File: config.mk
export PLATFORM = sky130hd
export DESIGN_NAME = tad_divider
export DESIGN_NICKNAME = d
export VERILOG_FILES = /design/src/rtl/tad_pkg.sv /design/src/rtl/tad_divider.sv
export SDC_FILE = /design/constraint.sdc
export NUM_CORES = 1
export LEC_CHECK = 0
export ABC_CLOCK_PERIOD_IN_PS = 5290
export BUFFER_PORTS_ARGS = -buffer_cell sky130_fd_sc_hd__buf_2
export CORE_ASPECT_RATIO = 0.9
export CORE_MARGIN = 5
export CORE_UTILIZATION = 50
export CTS_CLUSTER_DIAMETER = 40
export CTS_CLUSTER_SIZE = 8
export DETAILED_ROUTE_END_ITERATION = 7
export HOLD_SLACK_MARGIN = 0.12
export PLACE_DENSITY = 0.82
export SLEW_MARGIN = 20
export SYNTH_ARGS = -nofsm -noshare
export SYNTH_HDL_FRONTEND = slang
export SYNTH_SLANG_ARGS = --single-unit
File: constraint.sdc
create_clock -name clk -period 5.29 [get_ports clk]
set_input_delay 0.7935 -clock clk [delete_from_list [all_inputs] [get_ports clk]]
set_output_delay 0.7935 -clock clk [all_outputs]
set_load 0.005 [all_outputs]
File: src/rtl/tad_pkg.sv
`default_nettype none
package tad_pkg;
  localparam int PIX_W = 8;
  localparam int SUM_W = 20;
  localparam int MAX_TILE_SIDE = 64;
  localparam int CFG_IDX_W = 2;
  localparam int CFG_DATA_W = 13;
  localparam logic [CFG_IDX_W-1:0] REG_TILE_W = 2'd0;
  localparam logic [CFG_IDX_W-1:0] REG_TILE_H = 2'd1;
  localparam logic [CFG_IDX_W-1:0] REG_IMG_W  = 2'd2;
  localparam logic [CFG_IDX_W-1:0] REG_IMG_H  = 2'd3;

  // one tile-finished word headed for the divider
  typedef struct packed {
    logic [SUM_W-1:0] sum_b;
    logic [SUM_W-1:0] sum_g;
    logic [SUM_W-1:0] sum_r;
    logic [12:0]      area;
    logic [9:0]       col;
    logic [11:0]      row;
    logic             last;
  } tile_job_t;
endpackage
`default_nettype wire

File: src/rtl/tad_divider.sv
`default_nettype none
// Restoring divider, three channels in parallel, one quotient bit per cycle.
module tad_divider (
  input  wire logic              clk,
  input  wire logic              rst_n,
  input  wire logic              job_valid,
  output logic                   job_ready,
  input  wire tad_pkg::tile_job_t job,
  output logic                   out_valid,
  input  wire logic              out_ready,
  output logic [7:0]             out_mean_blue,
  output logic [7:0]             out_mean_green,
  output logic [7:0]             out_mean_red,
  output logic [9:0]             out_tile_column,
  output logic [11:0]            out_tile_row,
  output logic                   out_frame_done
);
  import tad_pkg::*;

  typedef enum logic [2:0] {
    S_IDLE = 3'b001,
    S_RUN  = 3'b010,
    S_OUT  = 3'b100
  } dstate_t;

  dstate_t state_r, state_nxt;
  logic [4:0] cnt_r, cnt_nxt;
  logic [SUM_W-1:0] q_r [3];
  logic [SUM_W-1:0] rem_r [3];
  logic [12:0] area_r;
  logic [9:0] col_r;
  logic [11:0] row_r;
  logic last_r;
  logic [SUM_W-1:0] rem_nxt [3];
  logic [SUM_W-1:0] q_nxt [3];
  logic [SUM_W:0] trial [3];

  assign job_ready = (state_r == S_IDLE);

  // one restoring step per channel
  always_comb begin
    for (int c = 0; c < 3; c++) begin
      trial[c] = {rem_r[c], q_r[c][SUM_W-1]};
      if (trial[c] >= {8'd0, area_r}) begin
        rem_nxt[c] = SUM_W'(trial[c] - {8'd0, area_r});
        q_nxt[c] = {q_r[c][SUM_W-2:0], 1'b1};
      end else begin
        rem_nxt[c] = trial[c][SUM_W-1:0];
        q_nxt[c] = {q_r[c][SUM_W-2:0], 1'b0};
      end
    end
  end

  always_comb begin
    state_nxt = state_r;
    cnt_nxt = cnt_r;
    unique case (state_r)
      S_IDLE: if (job_valid) begin
        state_nxt = S_RUN;
        cnt_nxt = 5'(SUM_W - 1);
      end
      S_RUN: begin
        if (cnt_r == 5'd0) state_nxt = S_OUT;
        else cnt_nxt = cnt_r - 5'd1;
      end
      S_OUT: if (out_ready) state_nxt = S_IDLE;
      default: state_nxt = S_IDLE;
    endcase
  end

  always_ff @(posedge clk) begin
    if (!rst_n) begin
      state_r <= S_IDLE;
      cnt_r <= '0;
    end else begin
      state_r <= state_nxt;
      cnt_r <= cnt_nxt;
    end
  end

  always_ff @(posedge clk) begin
    if (state_r == S_IDLE && job_valid) begin
      q_r[0] <= job.sum_b;
      q_r[1] <= job.sum_g;
      q_r[2] <= job.sum_r;
      for (int c = 0; c < 3; c++) rem_r[c] <= '0;
      area_r <= job.area;
      col_r <= job.col;
      row_r <= job.row;
      last_r <= job.last;
    end else if (state_r == S_RUN) begin
      for (int c = 0; c < 3; c++) begin
        q_r[c] <= q_nxt[c];
        rem_r[c] <= rem_nxt[c];
      end
    end
  end

  assign out_valid = (state_r == S_OUT);
  assign out_mean_blue = q_r[0][7:0];
  assign out_mean_green = q_r[1][7:0];
  assign out_mean_red = q_r[2][7:0];
  assign out_tile_column = col_r;
  assign out_tile_row = row_r;
  assign out_frame_done = last_r;
endmodule
`default_nettype wire

# Yosys cells after proc, flatten, opt, wreduce, memory -nomap -nowiden
# Memory sizes are Yosys's and may differ from the RTL's.
# Index checks and enable logic that the tools add are counted.
dict set report classes {
  eq_ne 7
  order_cmp 3
  n_bitwise 6
  mux 24
  reduce_logical 5
  addsub 4
}
# cell count
set ops {}
lappend ops {{$mux 20} 9}
lappend ops {{$ge 21x13->1} 3}
lappend ops {{$sub 20x13->20} 3}
lappend ops {{$mux 5} 2}
lappend ops {{$pmux 5 s2} 1}
lappend ops {{$mux 3} 3}
lappend ops {{$pmux 3 s3} 1}
lappend ops {{$mux 1} 8}
lappend ops {{$ne 2x2->1 const B} 3}
lappend ops {{$or 1x1->1} 6}
lappend ops {{$reduce_and 3->1} 2}
lappend ops {{$logic_not 5->1} 1}
lappend ops {{$sub 5x1->5 const B} 1}
lappend ops {{$eq 3x1->1 const B} 1}
lappend ops {{$eq 3x2->1 const B} 1}
lappend ops {{$eq 3x3->1 const B} 1}
lappend ops {{$ne 2x1->1 const B} 1}
lappend ops {{$reduce_bool 2->1} 1}
lappend ops {{$logic_and 1x1->1} 1}
dict set report totals {
  word_cells 57
  register_bits 44
  mem_bits_rw 120
  out_inout_bits 49
  memories 2
}
# name depth word_bits rd rd_clocked_by_memory_dff wr line_no
set memory_table {}
lappend memory_table {q_r 3 20 3 0 3 tad_divider.sv:28} ;# logic [SUM_W-1:0] q_r [3];
lappend memory_table {rem_r 3 20 3 0 3 tad_divider.sv:29} ;# logic [SUM_W-1:0] rem_r [3];

# Longest topological paths before layout
# Gate-level depths: netlist (run 1).
dict set report logic_depth {
  ltp_word 5
  depth_mapped 12
  depth_no_buf 11
}

# Least setup slack after synthesis (run 1)
# No wires, ideal clock.
dict set report synth_timing {
  path_type {flip-flop to flip-flop}
  from {register state_r[2]}
  to {memory q_r[0][0], enable pin}
  path_slack_ns 1.092
  path_stages_with_launch 6
  synth_period_minus_slack_ns 4.198
  setup_time_ns 1.062
  arrival_time_ns 3.137
  path_cell_list {dfxtp_1 > nor2_1 > nand2_1 > clkbuf_1 > buf_1 > nand2_1}
}
# element line_no
set synth_rtl {}
lappend synth_rtl {{from (decl)} tad_divider.sv:26} ;# dstate_t state_r, state_nxt;
lappend synth_rtl {{from (signal assigned)} tad_divider.sv:76} ;# state_r <= state_nxt;
lappend synth_rtl {{to (decl)} tad_divider.sv:28}

==> metrics.yaml, run 1 <==
die:
  fp-row-count: 47
  die_x_um: 153
  dieHeight_um: 139
  start_util_pct: 50.6
  core_sq_mm: 0.0183
  dieArea_sq_mm: 0.0213
  io_pins: 149
final_layout:
  fin_util_pct: 57.6
  area_delta_synth_final_pct: 13.9
  layout-drive-gt1-share_pct: 19.2
  fill_cells: 1505
  nNetsFinal: 1174
  antenna_cells: 0
yosys:
  synth_top_area_share_pct: 50.6
  synthesis.area_sq_mm: 0.00926
  ys_seq_area_share_pct: 52.3
  async_flop_share_pct: 0
  synth_top_family_by_area: "simple AND/OR/NAND/NOR gates"
  synth_fa_ha_area_share_pct: 6.19
  synth_edf_count: 156
  synthSimpleGateAreaFrac_pct: 19.1
  synth_warnings: 0
  synth_cells: 919
  avgSynthCellArea_sq_um: 10.1
  synth.distinct_cells: 64
  synth_xor_area_share_pct: 3.31
  synthMuxAreaShare_pct: 1.73
  synth_top_cell_by_area: "edfxtp_1"
  synthTopCellsByArea: "edfxtp_1 51%, nand2_1 9.9%, ha_1 5.5%"
  syn_nets: 1063
  synth_compound_area_share_pct: 11.9
  synth-seq-cells: 164
  yosys-top-cells-count: "244 x nand2_1, 156 x edfxtp_1, 59 x nor2_1"
  ys.flop_type: "edfxtp_1"
  synth.most_common_cell: "nand2_1"
setup_path:
  worst-r2r-setup-slack_ns: 2.01
  cp_max_fo: 21
  criticalPathCategory: "register to register"
  ff2ff_path_depth: 9
  end_kind: "register"
  timing.critical_path.from: "area_r[1]"
  crit_required_ns: 5.42
  r2r-start: "area_r[1]"
  crit_arrival_ns: 3.42
  start_kind: "register"
  reg2reg_to: "rem_r[0][5]"
power:
  switching_share_pct: 28.0
  p_switching_mw: 0.958
  vdd_drop_max_mv: 0.236
  p_leak_nw: 4.45
  combPwrFrac_pct: 18.5
  clkPwrFrac_pct: 34.5
  pwr-share-seq_pct: 47.0
  internal_power_mw: 2.47
  p_per_area_mw_per_mm2: 325
placed_design:
  gp_congestion: 0.924
  place_ws_ns: 2.02
  port_buffers: 148
  dp_hpwl_um: 14500
status:
  outcome: "finished clean"
sta:
  rsz0062_at_grt: "no"
  finalMaxSlewViolations: 0
  setup_viol: 0
  finClkSkew_ns: 0.0118
  fmax_mhz: 305
  period_needed_ns: 3.28
  fin_crit_sh_pct: 62.1
  finalHoldViolCount: 0
  fin_ws_ns: 2.01
  slew_headroom_pct: 30.8
  setup_tns_ns: 0
  tightest_slew_ns: 1.04
route:
  wire_per_inst_um: 16.0
  ant_nets: 0
  via_per_inst: 5.48
  via_count: 7053
  route.detailed.drc: 0
  wl_um: 20600
  detail_route.iter0.violations: 741
  dr.pass1.iters: 5
global_route:
  grt_max_degree: 98
  overflow: 0
  grtUsageTotal_pct: 19.3
  antenna_found_initial: 0
  grt_pass1_wl_um: 34100
  grt_pass1_vias: 6919
clock_network:
  postCtsHoldBufs: 0
  root_buffer: "clkbuf_16"
  clock_sinks: 164
  htreeDepth: 4
  cts-buffers-inserted: 17
  ctsLongestPathBuffers: 2
  post-cts-setup-buffers: 0
  insertion_delay_ns: 0.42
  ctsResizeCount: 0
  cts_tree: "done"
  clk_pin_slew_ns: 0.07
job:
  cap_violations: 0
worst_hold_path:
  holdPathEnd: "q_r[0][33]"
  hold_path.class: "register to register"
  hold_path.startpoint: "q_r[0][32]"
  whs_path_depth: 2
## cell type report
cell class | instances | area (sq um) | share of cell area, %
flip-flops and latches | 164 | 4840 | 46.0
repair buffers | 153 | 778 | 7.38
inverters | 33 | 124 | 1.18
clock buffers | 19 | 433 | 4.11
well taps | 245 | 307 | 2.91
multi-input cells | 661 | 3930 | 37.3
clock inverters | 13 | 124 | 1.18
## sequential cells by signal, summed over array words and instances, names as in the netlist
name             count
cnt_r                5
out_tile_column     10
q_r                 60
state_r              3
rem_r               60
area_r              13
out_tile_row        12
out_frame_done       1
## cell families after synthesis
family,Yosys count
AOI/OAI and AO/OA,167
xor gates and xnor gates,35
adders and majority gates,44
buffers and inverters,94
DFF,164
muxes,16
and+or+nand+nor,399
## how the worst max path moves through the flow
stage | to | slack [ns] | cells past startpoint
floorplan | q_r[0][0] | 1.09 | 5
detailed placement | rem_r[0][5] | 2.02 | 9
global route | rem_r[0][9] | 1.76 | 9
CTS | rem_r[0][5] | 2.02 | 9
finish | rem_r[0][5] | 2.01 | 9
global placement | rem_r[0][6] | 2.11 | 9
## metrics by stage
step	cell area (sq um)	hold WS, ns	std cells	power [mW]
3_3_place_gp	9980	0.488	1256	2.24
3_5_place_dp	9980	0.495	1256	2.26
5_1_grt	10500	0.525	1288	3.59
6_report	10500	0.511	1288	3.43
2_1_floorplan	9260	0.484	919	2.10
4_1_cts	10500	0.511	1288	3.44
## worst max-delay path, stage by stage, from the launching register on
cell and delay, ns:
edfxtp_1 0.35, inv_1 0.24, ha_1 0.30, nor2b_1 0.14, o31a_1 0.30, o31ai_1 0.27
a21o_1 0.18, and3_1 0.85, mux2i_1 0.29, nor2_1 0.06
## power by group through the flow
stage	registers [mW]	logic [mW]	clock network, mW
after floorplan	1.63	0.472	0
after global placement	1.63	0.611	0
after detailed placement	1.64	0.626	0
after CTS	1.61	0.632	1.20
after global routing	1.62	0.712	1.26
final	1.61	0.634	1.18
## layout by cell type, fill, tap and decap left out, drive strengths merged, types with 6 or more instances in the layout
cell	n
a211oi	13
xor2	16
clkinv	6
nand2	244
mux2i	16
buf	153
ha	41
inv	37
o21a	9
nor4	6
edfxtp	156
nor2	59
nand3	16
xnor2	19
nand4	8
nor3	13
o21ai	25
o31ai	6
nand2b	10
dfxtp	8
or3	7
a21o	17
a21oi	56
clkbuf	19
## metal layers
layer / vias to the layer above / routed length, um / track usage [%]
li1: 3463 / - / -
met3: 38 / 963 / 3.24
met4: 0 / 480 / 6.60
met2: 217 / 10200 / 31.8
met5: - / 0 / 0
met1: 3335 / 9020 / 26.1
(Power assumes the default switching activity.)
==> run 2, diff against run 1 <==
--- a/config.mk
+++ b/config.mk
@@ -5,7 +5,7 @@
 export SDC_FILE = /design/constraint.sdc
 export NUM_CORES = 1
 export LEC_CHECK = 0
-export ABC_CLOCK_PERIOD_IN_PS = 5290
+export ABC_CLOCK_PERIOD_IN_PS = 2750
 export BUFFER_PORTS_ARGS = -buffer_cell sky130_fd_sc_hd__buf_2
 export CORE_ASPECT_RATIO = 0.9
 export CORE_MARGIN = 5
@@ -14,7 +14,7 @@
 export CTS_CLUSTER_SIZE = 8
 export DETAILED_ROUTE_END_ITERATION = 7
 export HOLD_SLACK_MARGIN = 0.12
-export PLACE_DENSITY = 0.82
+export PLACE_DENSITY = 0.85
 export SLEW_MARGIN = 20
 export SYNTH_ARGS = -nofsm -noshare
 export SYNTH_HDL_FRONTEND = slang
==> constraint.sdc (replaced) <==
create_clock -name clk -period 2.75 [get_ports clk]
set_input_delay 0.4125 -clock clk [delete_from_list [all_inputs] [get_ports clk]]
set_output_delay 0.4125 -clock clk [all_outputs]
set_load 0.005 [all_outputs]
==> metrics.yaml, run 2 (synthesized netlist as in run 1, its figures left out) <==
status:
  outcome: "finished clean"
route:
  via_count: 7440
  dr.pass1.iters: 5
  wire_per_inst_um: 15.9
  wl_um: 21500
  route.detailed.drc: 0
  detail_route.iter0.violations: 632
  ant_nets: 0
  via_per_inst: 5.51
power:
  combPwrFrac_pct: 21.0
  vdd_drop_max_mv: 0.400
  p_leak_nw: 4.78
  clkPwrFrac_pct: 33.4
  p_total_mw: 6.77
  internal_power_mw: 4.87
  p_per_area_mw_per_mm2: 604
  pwr-share-seq_pct: 45.6
  switching_share_pct: 28.1
  p_switching_mw: 1.90
final_layout:
  nNetsFinal: 1236
  fin_util_pct: 61.3
  antenna_cells: 0
  final_common_cell: "nand2_1"
  area_delta_synth_final_pct: 21.1
  most-common-layout-cells: "242 x nand2_1, 156 x edfxtp_1, 148 x buf_2"
  layout-drive-gt1-share_pct: 26.2
  reg.largest.list: "q_r x60, rem_r x60, area_r x13"
setup_path:
  cp_max_fo: 3
  end_kind: "register"
  crit_required_ns: 3.03
  criticalPathCategory: "register to register"
  start_kind: "register"
  crit_arrival_ns: 3.00
clock_network:
  insertion_delay_ns: 0.43
  clk_pin_slew_ns: 0.07
  cts-buffers-inserted: 17
  clock_sinks: 164
  cts_tree: "done"
  root_buffer: "clkbuf_16"
  postCtsHoldBufs: 0
  ctsLongestPathBuffers: 2
  htreeDepth: 4
global_route:
  grt_max_degree: 68
  grt_pass1_vias: 7276
  grt_pass1_wl_um: 34300
  antenna_found_initial: 0
  grtUsageTotal_pct: 19.5
  overflow: 0
sta:
  fmax_mhz: 367
  finalMaxSlewViolations: 0
  fin_crit_sh_pct: 99.0
  tightest_slew_ns: 0.581
  finClkSkew_ns: 0.00942
  slew_headroom_pct: 61.3
  period_needed_ns: 2.72
  setup_viol: 0
  finalHoldViolCount: 0
  rsz0062_at_grt: "yes"
  holdWs_ns: 0.160
job:
  cap_violations: 0
die:
  io_pins: 149
  core_sq_mm: 0.0183
  dieArea_sq_mm: 0.0213
  start_util_pct: 50.6
  die_x_um: 153
  dieHeight_um: 139
  fp-row-count: 47
worst_hold_path:
  hold_path.class: "primary input to register"
placed_design:
  dp_hpwl_um: 15100
  gp_congestion: 0.932
  port_buffers: 148
==> run 2: changes by cell type in the layout (fill, tap and decap cells not counted), sizes merged <==
| cell | change |
|---|---|
| clkinvlp | +1 |
| buf | +62 |
| clkbuf | -1 |
==> run 2: repair_timing <==
item | 4_1_cts | 5_1_grt
endpoints found under the hold margin | 0 | 0
gates resized for setup | 6 | 28
endpoints found under the setup margin | 5 | 52
pin swaps | 1 | 5
buffers inserted | 0 | 2
==> run 2: final timing paths <==
check             startpoint          endpoint  slack, ns  cells past startpoint
hold reg to reg   q_r[0][53]        q_r[0][54]       0.51                      2
hold / removal       job[12]  out_tile_row[11]       0.16                      1
setup reg to reg  q_r[0][59]      rem_r[0][56]       0.03                     11
setup / recovery  q_r[0][59]      rem_r[0][56]       0.03                     11
==> run 2: final cells by class <==
class / instances / area (sq um)
tap: 245 / 307
clock buffer: 18 / 429
inverter: 33 / 124
multi-input combinational: 661 / 4070
sequential: 164 / 4840
clock inverter: 14 / 128
fill: 1428 / 7080
timing repair buffer: 215 / 1310
==> run 2: power by group through the flow <==
stage	Sequential, mW	Clock, mW	Combinational (mW)
3_3_place_gp	3.13	0	1.31
4_1_cts	3.09	2.28	1.37
2_1_floorplan	3.12	0	0.911
3_5_place_dp	3.14	0	1.35
5_1_grt	3.11	2.41	1.56
6_report	3.09	2.26	1.42
==> run 2: through the flow <==
| stage | TNS, ns | setup slack, ns | cells | area, sq um |
|---|---|---|---|---|
| after global routing | -0.117 | -0.0778 | 1350 | 11200 |
| after detailed placement | -0.327 | -0.154 | 1316 | 10500 |
| final | 0 | 0.0280 | 1350 | 11200 |
| after CTS | 0 | 0.0117 | 1348 | 11100 |
| after global placement | -0.217 | -0.109 | 1316 | 10500 |
| after floorplan | 0 | 0.0229 | 919 | 9270 |
==> run 2: routing by layer <==
layer | up-vias | global-route usage (%) | part of all wire [%] | wire [um]
met5 | - | 0 | 0 | 0
met4 | 0 | 7.16 | 2.8 | 610
met3 | 57 | 4.62 | 6.5 | 1400
met2 | 285 | 33.2 | 50 | 10700
met1 | 3502 | 24.3 | 41 | 8790
li1 | 3596 | - | - | -
==> run 2: critical path, cell delays in order, from the launching register on <==
cell and delay (ns):
edfxtp_1 0.38, inv_1 0.07, ha_1 0.16, inv_1 0.07
fa_2 0.37, a21oi_4 0.16, o21ai_2 0.11, a211oi_2 0.24
o21bai_1 0.12, a221o_1 0.33, or4_4 0.43, a21oi_2 0.15
==> run 3, diff against run 2 <==
--- a/config.mk
+++ b/config.mk
@@ -15,6 +15,7 @@
 export DETAILED_ROUTE_END_ITERATION = 7
 export HOLD_SLACK_MARGIN = 0.12
 export PLACE_DENSITY = 0.85
+export SETUP_SLACK_MARGIN = 0.5
 export SLEW_MARGIN = 20
 export SYNTH_ARGS = -nofsm -noshare
 export SYNTH_HDL_FRONTEND = slang
==> metrics.yaml, run 3 (synthesized netlist as in run 1, its figures left out) <==
clock_network:
  insertion_delay_ns: 0.43
  ctsLongestPathBuffers: 2
  root_buffer: "clkbuf_16"
  clock_sinks: 164
  htreeDepth: 4
  clk_pin_slew_ns: 0.07
  cts-buffers-inserted: 17
  postCtsHoldBufs: 0
  cts_tree: "done"
final_layout:
  most-common-layout-cells: "235 x nand2_1, 156 x edfxtp_1, 148 x buf_2"
  final_common_cell: "nand2_1"
  nNetsFinal: 1268
  layout-drive-gt1-share_pct: 36.1
  fin_cells: 1382
  fill_cells: 1185
  area_delta_synth_final_pct: 32.4
  antenna_cells: 0
  fin_util_pct: 67.0
  reg.largest.list: "q_r x60, rem_r x60, area_r x13"
sta:
  finClkSkew_ns: 0.00841
  rsz0062_at_grt: "yes"
  finalHoldViolCount: 0
  fin_crit_sh_pct: 102
  fin_ws_ns: -0.0525
  setup_viol: 1
  tightest_slew_ns: 0.505
  finalMaxSlewViolations: 0
  slew_headroom_pct: 66.0
  period_needed_ns: 2.80
  fmax_mhz: 357
die:
  io_pins: 149
  core_sq_mm: 0.0183
  fp-row-count: 47
  dieHeight_um: 139
  start_util_pct: 50.6
  dieArea_sq_mm: 0.0213
  die_x_um: 153
power:
  p_leak_nw: 5.08
  pwr-share-seq_pct: 41.2
  p_per_area_mw_per_mm2: 617
  p_switching_mw: 2.22
  vdd_drop_max_mv: 0.531
  internal_power_mw: 5.34
  p_total_mw: 7.56
  combPwrFrac_pct: 24.4
  clkPwrFrac_pct: 34.4
  switching_share_pct: 29.4
setup_path:
  critPathTopFamily: "compound AO/OA/AOI/OAI gates"
  cp_slowest_cell: "or4_1"
  crit_buf_inv: 1
  crit_path_cell_trace: "ha_4 -> inv_2 -> fa_2 -> a21oi_4 -> o21ai_4 -> a211oi_2 -> o21bai_1 -> a221o_1 -> or4_1 -> a21oi_2"
  start_kind: "register"
  end_kind: "register"
  cp_max_fo: 3
  criticalPathCategory: "register to register"
  crit_arrival_ns: 3.09
  crit_required_ns: 3.03
  slowest_delay_ns: 0.50
route:
  wire_per_inst_um: 20.0
  via_per_inst: 5.97
  wl_um: 27600
  route.detailed.drc: 0
  detail_route.iter0.violations: 790
  via_count: 8255
  dr.pass1.iters: 8
  ant_nets: 0
placed_design:
  dp_hpwl_um: 15300
  dp_cells: 1291
  port_buffers: 148
  gp_congestion: 0.918
  place_ws_ns: -0.0130
worst_hold_path:
  hold_path.class: "primary input to register"
global_route:
  grtUsageTotal_pct: 23.0
  antenna_found_initial: 1
  overflow: 0
  grt_max_degree: 52
  grt_pass1_vias: 7703
  grt_pass1_wl_um: 40000
status:
  failed_checks: "negative setup slack"
  outcome: "finished with violations"
job:
  cap_violations: 0
-- run 3: cell types whose count changed in the layout (fill, tap and decap cells not counted), sizes merged --
cell,delta
bufinv,+3
buf,+29
inv,-1
clkinvlp,-1
clkbuf,-1
and3,+3
-- run 3: timing repair --
| action | CTS | global route |
|---|---|---|
| setup buffers | 30 | 24 |
| cloned | 5 | 0 |
| gates resized for setup | 100 | 60 |
| endpoints found under the setup margin | 63 | 63 |
| pin swaps | 51 | 33 |
-- run 3: per-stage QoR --
step                hold WS, ns  area [sq um]  setup TNS (ns)
floorplan                 0.474          9380               0
global placement          0.486         10400               0
detailed placement        0.493         10400         -0.0130
CTS                       0.145         11800               0
global route              0.136         12300          -0.546
finish                    0.154         12300         -0.0525
-- run 3: final timing paths --
check / startpoint / endpoint / slack [ns] / cells past startpoint
worst max-delay path: area_r[0] / rem_r[0][56] / -0.05 / 10
worst min-delay path: job[20] / out_tile_column[7] / 0.15 / 1
worst max register to register: area_r[0] / rem_r[0][56] / -0.05 / 10
worst min register to register: q_r[0][50] / q_r[0][51] / 0.51 / 2
-- run 3: power by group through the flow --
| stage | Combinational, mW | Sequential [mW] | Clock (mW) |
|---|---|---|---|
| after floorplan | 0.939 | 3.12 | 0 |
| after global placement | 1.30 | 3.14 | 0 |
| after detailed placement | 1.32 | 3.14 | 0 |
| after CTS | 1.55 | 3.11 | 2.58 |
| after global routing | 1.97 | 3.13 | 2.73 |
| final | 1.84 | 3.12 | 2.60 |
-- run 3: area by class of cell --
type,count,area [sq um],area share (%)
Inverter,33,131,1.07
Multi-Input combinational cell,664,4780,39.0
Timing Repair Buffer,244,1560,12.8
Tap cell,245,307,2.50
Clock buffer,17,425,3.47
Clock inverter,15,205,1.67
Sequential cell,164,4840,39.5
-- run 3: per-layer routing --
layer	vias to the layer above	share of wire [%]	track usage [%]
met5	-	0.025	0
met4	2	5.4	8.88
met3	156	8.4	5.55
met2	545	50	39.1
met1	3878	37	28.6
li1	3674	-	-
-- run 3: worst reg2reg max path: stages, from the launching register on --
cell,delay (ns)
edfxtp_1,0.46
ha_4,0.18
inv_2,0.04
fa_2,0.37
a21oi_4,0.18
o21ai_4,0.10
a211oi_2,0.23
o21bai_1,0.13
a221o_1,0.34
or4_1,0.50
a21oi_2,0.13
